--- config.mk ---
export PLATFORM = sky130hd
export DESIGN_NAME = handle_table_refcount_manager_unit
export DESIGN_NICKNAME = d
export VERILOG_FILES = /design/src/rtl/htrc_pkg.sv /design/src/rtl/handle_table_refcount_manager_unit.sv /design/src/rtl/htrc_ram.sv /design/src/rtl/htrc_ffs.sv /design/src/rtl/htrc_ctrl.sv /design/src/rtl/htrc_datapath.sv
export SDC_FILE = /design/constraint.sdc
export NUM_CORES = 2
export LEC_CHECK = 0
export ABC_CLOCK_PERIOD_IN_PS = 11700
export BUFFER_PORTS_ARGS = -buffer_cell sky130_fd_sc_hd__clkbuf_2
export CAP_MARGIN = 20
export CORE_UTILIZATION = 47
export DETAILED_ROUTE_END_ITERATION = 8
export PLACE_DENSITY = 0.74
export SETUP_SLACK_MARGIN = 0.5
export SLEW_MARGIN = 20
export SYNTH_ARGS = -nofsm -noshare
export SYNTH_HDL_FRONTEND = slang
export SYNTH_SLANG_ARGS = --single-unit
--- constraint.sdc ---
create_clock -name clk -period 11.7 [get_ports clk]
set_input_delay 1.755 -clock clk [delete_from_list [all_inputs] [get_ports clk]]
set_output_delay 1.755 -clock clk [all_outputs]
set_load 0.01 [all_outputs]
--- src/rtl/htrc_pkg.sv ---
// shared constants, codes and control types of the handle table unit
`timescale 1ns / 1ps
`default_nettype none
package htrc_pkg;

    localparam int HANDLE_SLOTS_DEF = 64;
    localparam int OBJECT_SLOTS_DEF = 64;
    localparam int COUNT_BITS_DEF   = 16;

    localparam int OP_W      = 3;
    localparam int ID_W      = 6;
    localparam int HV_W      = 16;
    localparam int STATUS_W  = 2;
    localparam int ROBJ_W    = 6;
    localparam int RHANDLE_W = 9;

    localparam logic [OP_W-1:0] OP_CREATE = 3'd0;
    localparam logic [OP_W-1:0] OP_REF    = 3'd1;
    localparam logic [OP_W-1:0] OP_DEREF  = 3'd2;
    localparam logic [OP_W-1:0] OP_PERM   = 3'd3;
    localparam logic [OP_W-1:0] OP_OPEN   = 3'd4;
    localparam logic [OP_W-1:0] OP_REFH   = 3'd5;
    localparam logic [OP_W-1:0] OP_CLOSE  = 3'd6;

    localparam logic [STATUS_W-1:0] ST_OK         = 2'd0;
    localparam logic [STATUS_W-1:0] ST_BAD_HANDLE = 2'd1;
    localparam logic [STATUS_W-1:0] ST_NO_SLOT    = 2'd2;
    localparam logic [STATUS_W-1:0] ST_NOT_LIVE   = 2'd3;

    typedef struct packed {
        logic load;
        logic hread;
        logic oread;
        logic commit;
    } htrc_cmd_t;

endpackage
`default_nettype wire

--- src/rtl/handle_table_refcount_manager_unit.sv ---
// top level of the reference-counted handle table
// an accepted item passes the handle read, object read and execute states before its result is registered
// no new item is taken until execute is done, since the object table is read, modified and written per item
// execute holds while the previous result is still stalled at the output
// reset clears the live and handle-used bits at once; no clearing pass, ready right after reset
`timescale 1ns / 1ps
`default_nettype none
module handle_table_refcount_manager_unit
    import htrc_pkg::*;
#(
    parameter int HANDLE_SLOTS = HANDLE_SLOTS_DEF,
    parameter int OBJECT_SLOTS = OBJECT_SLOTS_DEF,
    parameter int COUNT_BITS   = COUNT_BITS_DEF
) (
    input  wire logic                 clk,
    input  wire logic                 rst_n,
    input  wire logic                 in_valid,
    output logic                      in_stall,
    input  wire logic [OP_W-1:0]      operation,
    input  wire logic [ID_W-1:0]      object_id,
    input  wire logic [HV_W-1:0]      handle_value,
    output logic                      out_valid,
    input  wire logic                 out_stall,
    output logic      [STATUS_W-1:0]  status,
    output logic      [ROBJ_W-1:0]    result_object,
    output logic      [RHANDLE_W-1:0] result_handle,
    output logic                      object_freed
);

    htrc_cmd_t cmd;

    htrc_ctrl u_ctrl (
        .clk       (clk),
        .rst_n     (rst_n),
        .in_valid  (in_valid),
        .in_stall  (in_stall),
        .out_valid (out_valid),
        .out_stall (out_stall),
        .cmd       (cmd)
    );

    htrc_datapath #(
        .HANDLE_SLOTS (HANDLE_SLOTS),
        .OBJECT_SLOTS (OBJECT_SLOTS),
        .COUNT_BITS   (COUNT_BITS)
    ) u_datapath (
        .clk           (clk),
        .rst_n         (rst_n),
        .cmd           (cmd),
        .operation     (operation),
        .object_id     (object_id),
        .handle_value  (handle_value),
        .status        (status),
        .result_object (result_object),
        .result_handle (result_handle),
        .object_freed  (object_freed)
    );

endmodule
`default_nettype wire

--- src/rtl/htrc_ram.sv ---
// generic simple dual-port ram with registered read
`timescale 1ns / 1ps
`default_nettype none
module htrc_ram #(
    parameter int WIDTH = 8,
    parameter int DEPTH = 64,
    localparam int AW = (DEPTH > 1) ? $clog2(DEPTH) : 1
) (
    input  wire logic             clk,
    input  wire logic             we,
    input  wire logic [AW-1:0]    waddr,
    input  wire logic [WIDTH-1:0] wdata,
    input  wire logic             re,
    input  wire logic [AW-1:0]    raddr,
    output logic      [WIDTH-1:0] rdata
);

    logic [WIDTH-1:0] mem [DEPTH];

    always_ff @(posedge clk)
    begin
        if (we)
        begin
            mem[waddr] <= wdata;
        end
        if (re)
        begin
            rdata <= mem[raddr];
        end
    end

endmodule
`default_nettype wire

--- src/rtl/htrc_ffs.sv ---
// two-stage registered search for the lowest set bit of a vector
`timescale 1ns / 1ps
`default_nettype none
module htrc_ffs #(
    parameter int N = 64,
    localparam int IDX_W = (N > 1) ? $clog2(N) : 1
) (
    input  wire logic             clk,
    input  wire logic [N-1:0]     free,
    output logic                  any,
    output logic      [IDX_W-1:0] first
);

    localparam int GROUP = 8;
    localparam int NG    = (N + GROUP - 1) / GROUP;
    localparam int GW    = (NG > 1) ? $clog2(NG) : 1;

    logic [NG*GROUP-1:0] pad;
    logic [NG-1:0]       grp_any_next;
    logic [2:0]          grp_off_next [NG];
    logic [NG-1:0]       grp_any_reg;
    logic [2:0]          grp_off_reg [NG];
    logic [GW-1:0]       sel;
    logic                any_next;
    logic [GW+2:0]       full;
    logic [IDX_W+GW+2:0] full_ext;
    logic                any_reg;
    logic [IDX_W-1:0]    first_reg;

    assign pad = {{(NG*GROUP-N){1'b0}}, free};

    // stage one: per group of eight
    always_comb
    begin
        for (int g = 0; g < NG; g++)
        begin
            grp_any_next[g] = |pad[g*GROUP +: GROUP];
            grp_off_next[g] = 3'd0;
            for (int k = GROUP - 1; k >= 0; k--)
            begin
                if (pad[g*GROUP + k])
                begin
                    grp_off_next[g] = 3'(k);
                end
            end
        end
    end

    // stage two: lowest group with a free entry
    always_comb
    begin
        sel = '0;
        for (int g = NG - 1; g >= 0; g--)
        begin
            if (grp_any_reg[g])
            begin
                sel = GW'(g);
            end
        end
        any_next = |grp_any_reg;
        full     = {sel, grp_off_reg[sel]};
        full_ext = {{IDX_W{1'b0}}, full};
    end

    always_ff @(posedge clk)
    begin
        grp_any_reg <= grp_any_next;
        grp_off_reg <= grp_off_next;
        any_reg     <= any_next;
        first_reg   <= full_ext[IDX_W-1:0];
    end

    assign any   = any_reg;
    assign first = first_reg;

endmodule
`default_nettype wire

--- src/rtl/htrc_ctrl.sv ---
// sequencer: accept, handle read, object read, execute and output valid
`timescale 1ns / 1ps
`default_nettype none
module htrc_ctrl
    import htrc_pkg::*;
(
    input  wire logic      clk,
    input  wire logic      rst_n,
    input  wire logic      in_valid,
    output logic           in_stall,
    output logic           out_valid,
    input  wire logic      out_stall,
    output htrc_cmd_t      cmd
);

    localparam logic [1:0] S_IDLE  = 2'd0;
    localparam logic [1:0] S_HREAD = 2'd1;
    localparam logic [1:0] S_OREAD = 2'd2;
    localparam logic [1:0] S_EXEC  = 2'd3;

    logic [1:0] state_reg;
    logic [1:0] state_next;
    logic       out_valid_reg;
    logic       out_valid_next;
    logic       commit;

    // execute waits only while the previous result is still held
    assign commit = (state_reg == S_EXEC) && (!out_valid_reg || !out_stall);

    always_comb
    begin
        state_next = state_reg;
        case (state_reg)
            S_IDLE:
            begin
                if (in_valid)
                begin
                    state_next = S_HREAD;
                end
            end
            S_HREAD: state_next = S_OREAD;
            S_OREAD: state_next = S_EXEC;
            S_EXEC:
            begin
                if (commit)
                begin
                    state_next = S_IDLE;
                end
            end
            default: state_next = S_IDLE;
        endcase
    end

    always_comb
    begin
        if (commit)
        begin
            out_valid_next = 1'b1;
        end
        else if (!out_stall)
        begin
            out_valid_next = 1'b0;
        end
        else
        begin
            out_valid_next = out_valid_reg;
        end
    end

    always_ff @(posedge clk or negedge rst_n)
    begin
        if (!rst_n)
        begin
            state_reg     <= S_IDLE;
            out_valid_reg <= 1'b0;
        end
        else
        begin
            state_reg     <= state_next;
            out_valid_reg <= out_valid_next;
        end
    end

    assign in_stall   = (state_reg != S_IDLE);
    assign out_valid  = out_valid_reg;
    assign cmd.load   = (state_reg == S_IDLE) && in_valid;
    assign cmd.hread  = (state_reg == S_HREAD);
    assign cmd.oread  = (state_reg == S_OREAD);
    assign cmd.commit = commit;

endmodule
`default_nettype wire

--- src/rtl/htrc_datapath.sv ---
// object and handle tables, free-slot searches and the operation logic
`timescale 1ns / 1ps
`default_nettype none
module htrc_datapath
    import htrc_pkg::*;
#(
    parameter int HANDLE_SLOTS = HANDLE_SLOTS_DEF,
    parameter int OBJECT_SLOTS = OBJECT_SLOTS_DEF,
    parameter int COUNT_BITS   = COUNT_BITS_DEF
) (
    input  wire logic                 clk,
    input  wire logic                 rst_n,
    input  wire htrc_cmd_t            cmd,
    input  wire logic [OP_W-1:0]      operation,
    input  wire logic [ID_W-1:0]      object_id,
    input  wire logic [HV_W-1:0]      handle_value,
    output logic      [STATUS_W-1:0]  status,
    output logic      [ROBJ_W-1:0]    result_object,
    output logic      [RHANDLE_W-1:0] result_handle,
    output logic                      object_freed
);

    localparam int OIDX_W = (OBJECT_SLOTS > 1) ? $clog2(OBJECT_SLOTS) : 1;
    localparam int HIDX_W = (HANDLE_SLOTS > 1) ? $clog2(HANDLE_SLOTS) : 1;
    localparam int ROW_W  = 2 * COUNT_BITS + 1;

    // latched item
    logic [OP_W-1:0] op_reg;
    logic [ID_W-1:0] id_reg;
    logic [HV_W-1:0] hv_reg;

    // valid bits
    logic [OBJECT_SLOTS-1:0] live_reg;
    logic [OBJECT_SLOTS-1:0] live_next;
    logic [HANDLE_SLOTS-1:0] used_reg;
    logic [HANDLE_SLOTS-1:0] used_next;

    // result register
    logic [STATUS_W-1:0]  status_reg;
    logic [ROBJ_W-1:0]    robj_reg;
    logic [RHANDLE_W-1:0] rhandle_reg;
    logic                 freed_reg;

    // decode
    logic [OIDX_W+ID_W-1:0] id_ext;
    logic [OIDX_W-1:0]      oidx;
    logic                   id_ok;
    logic [HV_W-3:0]        hq;
    logic [HIDX_W-1:0]      hidx;
    logic                   hidx_ok;
    logic                   by_handle;

    // tables
    logic [OIDX_W-1:0] hram_rdata;
    logic              hram_we;
    logic [HIDX_W-1:0] hram_waddr;
    logic [OIDX_W-1:0] hram_wdata;
    logic [ROW_W-1:0]  oram_rdata;
    logic              oram_we;
    logic [OIDX_W-1:0] oram_waddr;
    logic [ROW_W-1:0]  oram_wdata;
    logic [OIDX_W-1:0] oram_raddr;

    // free-slot searches
    logic              obj_any;
    logic [OIDX_W-1:0] obj_first;
    logic              h_any;
    logic [HIDX_W-1:0] h_first;

    // row fields and count updates
    logic [COUNT_BITS-1:0] cur_ref;
    logic [COUNT_BITS-1:0] cur_hc;
    logic                  cur_perm;
    logic [COUNT_BITS-1:0] ref_inc;
    logic [COUNT_BITS-1:0] ref_dec;
    logic [COUNT_BITS-1:0] hc_inc;
    logic [COUNT_BITS-1:0] hc_dec;

    logic [OIDX_W+ROBJ_W-1:0]    first_ext;
    logic [OIDX_W+ROBJ_W-1:0]    hobj_ext;
    logic [HIDX_W:0]             hslot_p1;
    logic [HIDX_W+2:0]           rh_full;
    logic [HIDX_W+RHANDLE_W+2:0] rh_ext;

    // execute outputs
    logic [STATUS_W-1:0]  st;
    logic [ROBJ_W-1:0]    robj;
    logic [RHANDLE_W-1:0] rh;
    logic                 fr;
    logic                 o_we;
    logic [OIDX_W-1:0]    o_waddr;
    logic [ROW_W-1:0]     o_wdata;
    logic                 h_we;
    logic                 live_set;
    logic                 live_clr;
    logic [OIDX_W-1:0]    live_idx;
    logic                 used_set;
    logic                 used_clr;
    logic [HIDX_W-1:0]    used_idx;

    always_ff @(posedge clk)
    begin
        if (cmd.load)
        begin
            op_reg <= operation;
            id_reg <= object_id;
            hv_reg <= handle_value;
        end
        if (cmd.commit)
        begin
            status_reg  <= st;
            robj_reg    <= robj;
            rhandle_reg <= rh;
            freed_reg   <= fr;
        end
    end

    assign id_ext  = {{OIDX_W{1'b0}}, id_reg};
    assign oidx    = id_ext[OIDX_W-1:0];
    assign id_ok   = ({5'b0, id_reg} < 11'(OBJECT_SLOTS)) && live_reg[oidx];

    // handle value = (slot + 1) * 4
    assign hq      = hv_reg[HV_W-1:2] - 1'b1;
    assign hidx    = hq[HIDX_W-1:0];
    assign hidx_ok = (hv_reg != '0) && (hv_reg[1:0] == 2'b00)
                     && (hq < (HV_W-2)'(HANDLE_SLOTS)) && used_reg[hidx];

    assign by_handle  = (op_reg == OP_REFH) || (op_reg == OP_CLOSE);
    assign oram_raddr = by_handle ? hram_rdata : oidx;

    htrc_ram #(
        .WIDTH (OIDX_W),
        .DEPTH (HANDLE_SLOTS)
    ) u_hram (
        .clk   (clk),
        .we    (hram_we),
        .waddr (hram_waddr),
        .wdata (hram_wdata),
        .re    (cmd.hread),
        .raddr (hidx),
        .rdata (hram_rdata)
    );

    htrc_ram #(
        .WIDTH (ROW_W),
        .DEPTH (OBJECT_SLOTS)
    ) u_oram (
        .clk   (clk),
        .we    (oram_we),
        .waddr (oram_waddr),
        .wdata (oram_wdata),
        .re    (cmd.oread),
        .raddr (oram_raddr),
        .rdata (oram_rdata)
    );

    htrc_ffs #(
        .N (OBJECT_SLOTS)
    ) u_obj_ffs (
        .clk   (clk),
        .free  (~live_reg),
        .any   (obj_any),
        .first (obj_first)
    );

    htrc_ffs #(
        .N (HANDLE_SLOTS)
    ) u_h_ffs (
        .clk   (clk),
        .free  (~used_reg),
        .any   (h_any),
        .first (h_first)
    );

    assign cur_ref  = oram_rdata[COUNT_BITS-1:0];
    assign cur_hc   = oram_rdata[2*COUNT_BITS-1:COUNT_BITS];
    assign cur_perm = oram_rdata[ROW_W-1];

    // counts saturate at all ones and stop at zero
    assign ref_inc = (cur_ref == {COUNT_BITS{1'b1}}) ? cur_ref : cur_ref + 1'b1;
    assign ref_dec = (cur_ref == '0) ? cur_ref : cur_ref - 1'b1;
    assign hc_inc  = (cur_hc == {COUNT_BITS{1'b1}}) ? cur_hc : cur_hc + 1'b1;
    assign hc_dec  = (cur_hc == '0) ? cur_hc : cur_hc - 1'b1;

    assign first_ext = {{ROBJ_W{1'b0}}, obj_first};
    assign hobj_ext  = {{ROBJ_W{1'b0}}, hram_rdata};
    assign hslot_p1  = {1'b0, h_first} + 1'b1;
    assign rh_full   = {hslot_p1, 2'b00};
    assign rh_ext    = {{RHANDLE_W{1'b0}}, rh_full};

    always_comb
    begin
        st       = ST_OK;
        robj     = '0;
        rh       = '0;
        fr       = 1'b0;
        o_we     = 1'b0;
        o_waddr  = oidx;
        o_wdata  = oram_rdata;
        h_we     = 1'b0;
        live_set = 1'b0;
        live_clr = 1'b0;
        live_idx = oidx;
        used_set = 1'b0;
        used_clr = 1'b0;
        used_idx = hidx;
        case (op_reg)
            OP_CREATE:
            begin
                if (obj_any)
                begin
                    o_we     = 1'b1;
                    o_waddr  = obj_first;
                    o_wdata  = {1'b0, {COUNT_BITS{1'b0}}, COUNT_BITS'(1)};
                    live_set = 1'b1;
                    live_idx = obj_first;
                    robj     = first_ext[ROBJ_W-1:0];
                end
                else
                begin
                    st = ST_NO_SLOT;
                end
            end
            OP_REF:
            begin
                if (!id_ok)
                begin
                    st = ST_NOT_LIVE;
                end
                else
                begin
                    o_we    = 1'b1;
                    o_wdata = {cur_perm, cur_hc, ref_inc};
                end
            end
            OP_DEREF:
            begin
                if (!id_ok)
                begin
                    st = ST_NOT_LIVE;
                end
                else
                begin
                    o_we     = 1'b1;
                    o_wdata  = {cur_perm, cur_hc, ref_dec};
                    fr       = !cur_perm && (ref_dec == '0) && (cur_hc == '0);
                    live_clr = fr;
                end
            end
            OP_PERM:
            begin
                if (!id_ok)
                begin
                    st = ST_NOT_LIVE;
                end
                else
                begin
                    o_we    = 1'b1;
                    o_wdata = {1'b1, cur_hc, cur_ref};
                end
            end
            OP_OPEN:
            begin
                if (!id_ok)
                begin
                    st = ST_NOT_LIVE;
                end
                else if (!h_any)
                begin
                    st = ST_NO_SLOT;
                end
                else
                begin
                    h_we     = 1'b1;
                    used_set = 1'b1;
                    used_idx = h_first;
                    o_we     = 1'b1;
                    o_wdata  = {cur_perm, hc_inc, ref_inc};
                    rh       = rh_ext[RHANDLE_W-1:0];
                end
            end
            OP_REFH, OP_CLOSE:
            begin
                if (!hidx_ok)
                begin
                    st = ST_BAD_HANDLE;
                end
                else
                begin
                    robj     = hobj_ext[ROBJ_W-1:0];
                    used_clr = (op_reg == OP_CLOSE);
                    o_waddr  = hram_rdata;
                    live_idx = hram_rdata;
                    // stale handle: its object was freed underneath it
                    if (!live_reg[hram_rdata])
                    begin
                        st = ST_NOT_LIVE;
                    end
                    else if (op_reg == OP_REFH)
                    begin
                        o_we    = 1'b1;
                        o_wdata = {cur_perm, cur_hc, ref_inc};
                    end
                    else
                    begin
                        o_we     = 1'b1;
                        o_wdata  = {cur_perm, hc_dec, ref_dec};
                        fr       = !cur_perm && (ref_dec == '0) && (hc_dec == '0);
                        live_clr = fr;
                    end
                end
            end
            default:
            begin
                st = ST_OK;
            end
        endcase
    end

    assign oram_we    = cmd.commit && o_we;
    assign oram_waddr = o_waddr;
    assign oram_wdata = o_wdata;
    assign hram_we    = cmd.commit && h_we;
    assign hram_waddr = h_first;
    assign hram_wdata = oidx;

    always_comb
    begin
        live_next = live_reg;
        used_next = used_reg;
        if (cmd.commit)
        begin
            if (live_set)
            begin
                live_next[live_idx] = 1'b1;
            end
            if (live_clr)
            begin
                live_next[live_idx] = 1'b0;
            end
            if (used_set)
            begin
                used_next[used_idx] = 1'b1;
            end
            if (used_clr)
            begin
                used_next[used_idx] = 1'b0;
            end
        end
    end

    always_ff @(posedge clk or negedge rst_n)
    begin
        if (!rst_n)
        begin
            live_reg <= '0;
            used_reg <= '0;
        end
        else
        begin
            live_reg <= live_next;
            used_reg <= used_next;
        end
    end

    assign status        = status_reg;
    assign result_object = robj_reg;
    assign result_handle = rhandle_reg;
    assign object_freed  = freed_reg;

endmodule
`default_nettype wire

== After elaboration in Yosys (flattened, before gate mapping) ==
Memory sizes are Yosys's and may differ from the RTL's. A register that Yosys moved wholly into a read port is not among the register bits.
Cells that the tools add are included.
Operators by class
  $add $sub $neg: 6
  $lt $le $gt $ge: 10
  equal/unequal tests: 14
  muxes and demuxes: 206
  bitwise gates (word level): 10
  reduce and logical (&&, ||, !) cells: 81
Operators with widths (number)
  two-way mux 64 bit: 6
  NOT 64 bit: 4
  two-way mux 3 bit: 84
  one-hot mux 33 bit (6 select lines): 1
  two-way mux 32 bit: 5
  OR reduction 8 bit: 18
  bitwise AND 64 bit: 2
  OR 64 bit: 2
  two-way mux 16 bit: 6
  two-way mux 2 bit: 40
  two-way mux 33 bit: 2
  logical NOT 16 bit: 4
  OR reduction 4 bit: 16
  two-way mux 6 bit: 8
  two-way mux 1 bit: 41
  < comparator 6 x 7 -> 1 bit, second input constant: 5
  OR reduction 2 bit: 17
  adder 16 x 1 -> 16 bit, second input constant: 2
  equality test 16 bit, second input constant: 2
  subtractor 16 x 1 -> 16 bit, second input constant: 2
  one-hot mux 6 bit (2 select lines): 2
  binary-select mux 1 bit (select 6 bit): 3
  binary-select mux 3 bit (select 3 bit): 2
  one-hot mux 2 bit (4 select lines): 2
  26 further kinds: 51
Storage, ports and cells
  register bits: 252
  bits in writable memories: 2496
  bits of input ports: 29
  output and inout bits: 20
  word-level logic and storage cells: 395
  memories: 2
Memories
  u_datapath.u_oram.mem: words 64, width 33, read ports 1, clocked after Yosys merged registers in 1, write ports 1, line htrc_ram.sv:18  | logic [WIDTH-1:0] mem [DEPTH];
  u_datapath.u_hram.mem: words 64, width 6, read ports 1, clocked after Yosys merged registers in 1, write ports 1, line htrc_ram.sv:18

== Depth between registers and ports, before layout ==
  depth in word-level cells: 15
  mapped depth: 17
  gate-level depth less buffers: 13

== By module ==
Synthesis repeated with hierarchy kept, for this count alone.
Second synthesis, totals
  cells, all modules: 6081
  area, all modules: 112263.9 um^2
By module, submodules not included
  htrc_ram (u_datapath.u_oram): instances 1, cells each 3598, area an instance 81523.2 um^2, sequential area each 64411.8 um^2
  htrc_ram (u_datapath.u_hram): instances 1, cells each 722, area an instance 15293.4 um^2, sequential area each 11711.2 um^2
  htrc_datapath: instances 1, cells each 1367, area an instance 11841.4 um^2, sequential area each 4434.3 um^2
  htrc_ffs: instances 2, cells each 187, area an instance 1686.6 um^2, sequential area each 780.7 um^2
  htrc_ctrl: instances 1, cells each 20, area an instance 232.7 um^2, sequential area each 75.1 um^2

== Least setup slack after synthesis ==
No wires, ideal clock.
  path type: reg2reg
  start: register u_datapath.id_reg[0], in the netlist u_datapath.hram_wdata[0]
  end: memory u_datapath.u_oram.mem[0][13] (netlist name) (data pin)
  library setup time: 1008 ps
  arrival time: 7428 ps
  data required time: 10692 ps
  slack: 3264 ps
  stages on the path, launching flop included: 13
  buffers on the path: 4
  clock period less this slack: 8436 ps
  cell sequence: edfxtp_1 > buf_2 > buf_2 > buf_2 > nand2_1 > o2111ai_1 > o211ai_1 > o211ai_1 > nand2_1 > nor2_1 > o21ai_1 > clkbuf_1 > o311ai_0
Between the ends
  longest elaborated chain between the ends: 4
  elaborated cells on any way between the ends: 6
  those cells by class: 6 x mux
Ends and longest elaborated chain
  start, declared: line htrc_datapath.sv:29  | logic [ID_W-1:0] id_reg;
  start signal, assigned: line htrc_datapath.sv:106  | id_reg <= object_id;
  binary-select mux 1 bit (select 6 bit) *: line htrc_datapath.sv:120  | assign id_ok = ({5'b0, id_reg} < 11'(OBJECT_SLOTS)) && live_reg[oidx];
  two-way mux 1 bit (implied by the code) *: line htrc_datapath.sv:120
  two-way mux 32 bit, or another cell as far along: line htrc_datapath.sv:264  | if (!id_ok)
  one-hot mux 33 bit (6 select lines) *: line htrc_datapath.sv:207  | case (op_reg)
  via u_datapath.o_wdata[13]: line htrc_datapath.sv:92  | logic [ROW_W-1:0] o_wdata;
  end, declared: line htrc_ram.sv:18
The timed path passes the listed nets; every way through them passes the cells marked *. The select of a mux whose other input is x is not followed.

== Worst setup path after layout ==
  start: register u_datapath.hv_reg[2]
  end: memory u_datapath.u_oram.mem[19][18] (netlist name) (enable)
Between the ends
  longest elaborated chain between the ends: 9
  elaborated cells on any way between the ends: 15
  those cells by class: 1 x add/sub; 1 x order compare; 8 x mux; 5 x reduce/logical
Ends and longest elaborated chain
  start, declared: line htrc_datapath.sv:30  | logic [HV_W-1:0] hv_reg;
  start signal, assigned: line htrc_datapath.sv:107  | hv_reg <= handle_value;
  subtractor 14 x 1 -> 14 bit / nonzero test 16 bit (equally long branches): line htrc_datapath.sv:123, htrc_datapath.sv:125
  < comparator 14 x 7 -> 1 bit, or another cell as far along: line htrc_datapath.sv:126  | && (hq < (HV_W-2)'(HANDLE_SLOTS)) && used_reg[hidx];
  logical AND 1 bit / two-way mux 1 bit (equally long branches): line htrc_datapath.sv:126
  logical AND 1 bit *: line htrc_datapath.sv:126
  two-way mux 1 bit: line htrc_datapath.sv:284  | if (!hidx_ok)
  one-hot mux 1 bit (4 select lines): line htrc_datapath.sv:207
  logical AND 1 bit: line htrc_datapath.sv:320  | assign oram_we = cmd.commit && o_we;
  two-way mux 1 bit: line htrc_ram.sv:22  | if (we)
  two-way mux 1 bit (implied by the code): line htrc_ram.sv:24  | mem[waddr] <= wdata;
Mark *: on every way between the ends. The rest lies on a longest branch, timed or not. The select of a mux whose other input is x is not followed.

==> reports/qor.yml <==
ys_ff_latch: 2785
top_register: "u_datapath.u_oram.mem"
vias: 62010
finalCritPeriodShare_pct: 62.99
insertion_delay_ps: 960
fin_area_um2: 127200
r2r_slack_ps: 4330
synth-seq-area-share_pct: 73.21
synthAdderAreaFrac_pct: 0.1337
status: "finished clean"
cp-start-kind: "register"
yosys_warnings: 0
drtAntennaViolNets: 0
cpLargestDelayFamily: "simple AND/OR/NAND/NOR gates"
r2r_start: "u_datapath.hv_reg[2]"
cts_buffers: 295
maxSlewHeadroom_pct: 14.82
post_cts_buffers: 0
hold_viol: 0
rows: 179
synth_compound_area_share_pct: 5.452
path_clk_slew_ps: 60
setup_viol: 0
drc: 0
first_iter_violations: 9358
placed_area_um2: 117100
die_h_um: 490.7
fin_tns_setup_ps: 0
final_cell_mix: "edfxtp_1, mux4_2, nand2_1"
cts_resized: 0
final_util_pct: 53.54
synth-simple-area-share_pct: 5.075
cts.sinks: 2785
drive_gt1_share_pct: 22.70
hold_start: "u_datapath.u_obj_ffs.grp_any_reg[1]"
reg_top3: "u_datapath.u_oram.mem x2112, u_datapath.u_hram.mem x384"
cp_slowest_stage_delay_ps: 1150
synthCells: 6130
grt_max_degree: 133
synth_cell_types: 95
min_path_type: "register to register"
synth_edf_count: 2576
worst_clock_skew_ps: 110.1
grt_pass1_vias: 60830
hold_end: "u_datapath.u_obj_ffs.any"
hold_path_depth: 2
ios: 49
holdWs_ps: 483.5
cp_max_fo: 33
die_w_um: 490.7
crit_required_ps: 12180
wl_met3_mm: 34.37
met1_length_mm: 108.6
nets: 6306
max_cap_violations: 0
cp_slowest_cell: "nor2_4"
wl_met2_mm: 139.5
avgRoutedWirePerCell_um: 30.68
final_common_cell: "edfxtp_1"
largest_reg_flops: 2112
power_density_nw_per_um2: 220.9
hpwl_mm: 172.1
critical_path_class: "register to register"
cp.arrival_ps: 7850
cts-root-buf: "clkbuf_16"
htreeDepth: 5
avgSynthCellArea_um2: 18.31
syn_to_final_growth_pct: 13.32
ys_async_sr_fraction_pct: 4.704
tritoncts: "built"
syn_area_um2: 112300
synth_flop_cell: "edfxtp_1"
clk_path_buf_depth: 4
synth_top_family_by_area: "multiplexers"
wl_mm: 296.1
overflow: 0
grt_antenna_before_repair: 11
ctsHoldBuffers: 0
worstMarginPinSlew_ps: 1269
slew_viol_final: 0
drt_pre_antenna_iters: 5
cp-end-kind: "register"
place.gp.congestion: 0.9224
path_buf_inv: 1
vias_per_cell: 6.426
grt_setup_unrepaired: "false"
fin_crit_ps: 7370
die_area_um2: 240800
synthMuxAreaShare_pct: 14.46
cellLeakagePower_nw: 39.80
r2r_cells: 12
grt_pass1_wl_mm: 422.8
grt_usage_pct: 24.06
path_cells: "clkinv_1, ha_1, xor2_4, mux4_2, a31oi_1, nand4_1, a22oi_4, nor3_2, a22oi_1, and2_1, nand3_1, nor2_4"
vdd_ir_drop_max_mv: 0.2171
coreArea_um2: 237600
fmax_ghz: 0.1357
reg2reg_to: "u_datapath.u_oram.mem[19][18]"
highest_layer: "met5"
synth_xor_area_share_pct: 0.1560
initial_core_util_pct: 47.25
port_buffers: 46
==> final cells by class <==
cell class,count,area (um^2)
antenna,5,12.51
clock inverter,139,1401
clock buffer,370,7906
sequential,2785,82190
tap,3167,3963
timing repair buffer,201,2195
fill,17550,110400
multi-input combinational,2929,29350
inverter,53,198.9
==> per-stage QoR <==
stage,cells,power [mW],worst slack (ps)
global placement,9096,18.81,4641
detailed placement,9103,18.99,4514
finish,9649,28.11,4330
floorplan,6131,16.24,3264
CTS,9612,28.01,4440
global route,9645,28.78,4065
==> worst max-delay path by stage <==
stage                                  start                       endpoint  slack [ps]  cells after the start
finish                  u_datapath.hv_reg[2]  u_datapath.u_oram.mem[19][18]        4330                     12
global route            u_datapath.hv_reg[2]  u_datapath.u_oram.mem[19][24]        4070                     12
CTS                     u_datapath.hv_reg[2]  u_datapath.u_oram.mem[21][24]        4440                     12
detailed placement      u_datapath.hv_reg[2]    u_datapath.u_oram.mem[2][3]        4510                     12
global placement        u_datapath.hv_reg[2]    u_datapath.u_oram.mem[3][3]        4640                     12
floorplan           u_datapath.hram_wdata[0]   u_datapath.u_oram.mem[0][13]        3260                     12
==> Yosys cell counts, types with 14 or more instances <==
master,instances,area (um^2)
clkbuf_1,239,897.1
nand3_1,47,235.2
o21ai_0,65,325.3
mux4_2,688,15490
a21oi_1,301,1506
dfrtp_1,131,3278
mux2i_1,62,620.6
nor2b_1,14,87.58
a311oi_1,66,578.1
buf_1,43,161.4
dfxtp_1,78,1562
edfxtp_1,2576,77350
nand2_1,478,1794
a21boi_0,18,135.1
nor2_1,321,1205
nor4_1,17,106.4
and3_1,14,87.58
and2_1,153,957.2
or3_1,17,106.4
a211oi_1,184,1381
inv_1,47,176.4
a41oi_1,17,148.9
nor3_1,55,275.3
a31oi_1,154,963.4
buf_2,76,380.4
==> layer usage <==
metal  vias to the layer above  track usage, %
met4                        12           9.982
li1                      25270               -
met3                       651           5.736
met2                      4170           37.18
met5                         -               0
met1                     31900           32.92
==> cell families (layout without fill, tap and decap cells) <==
group,Yosys count,count (layout)
flip-flops,2785,2785
AND/OR/NAND/NOR,1214,1214
AO/OA/AOI/OAI,923,923
multiplexers,761,761
buffers and inverters,417,763
XOR/XNOR,17,17
adder cells (fa/ha/maj),12,12
other,1,7
==> worst register-to-register path, cell delays in order (launching register included) <==
cell      delay [ps]
edfxtp_1         440
clkinv_1         390
ha_1             540
xor2_4           570
mux4_2           590
a31oi_1          220
nand4_1          250
a22oi_4          430
nor3_2           160
a22oi_1          490
and2_1           780
nand3_1          880
nor2_4          1160
==> where the power goes <==
| group | total (mW) | switching [mW] | internal (mW) | leakage [nW] |
|---|---|---|---|---|
| sequential | 12.5 | 0.276 | 12.2 | 25.7 |
| clock | 9.16 | 3.77 | 5.39 | 4.55 |
| combinational | 6.45 | 4.54 | 1.91 | 9.53 |
Power figures use the tool's default switching activity.
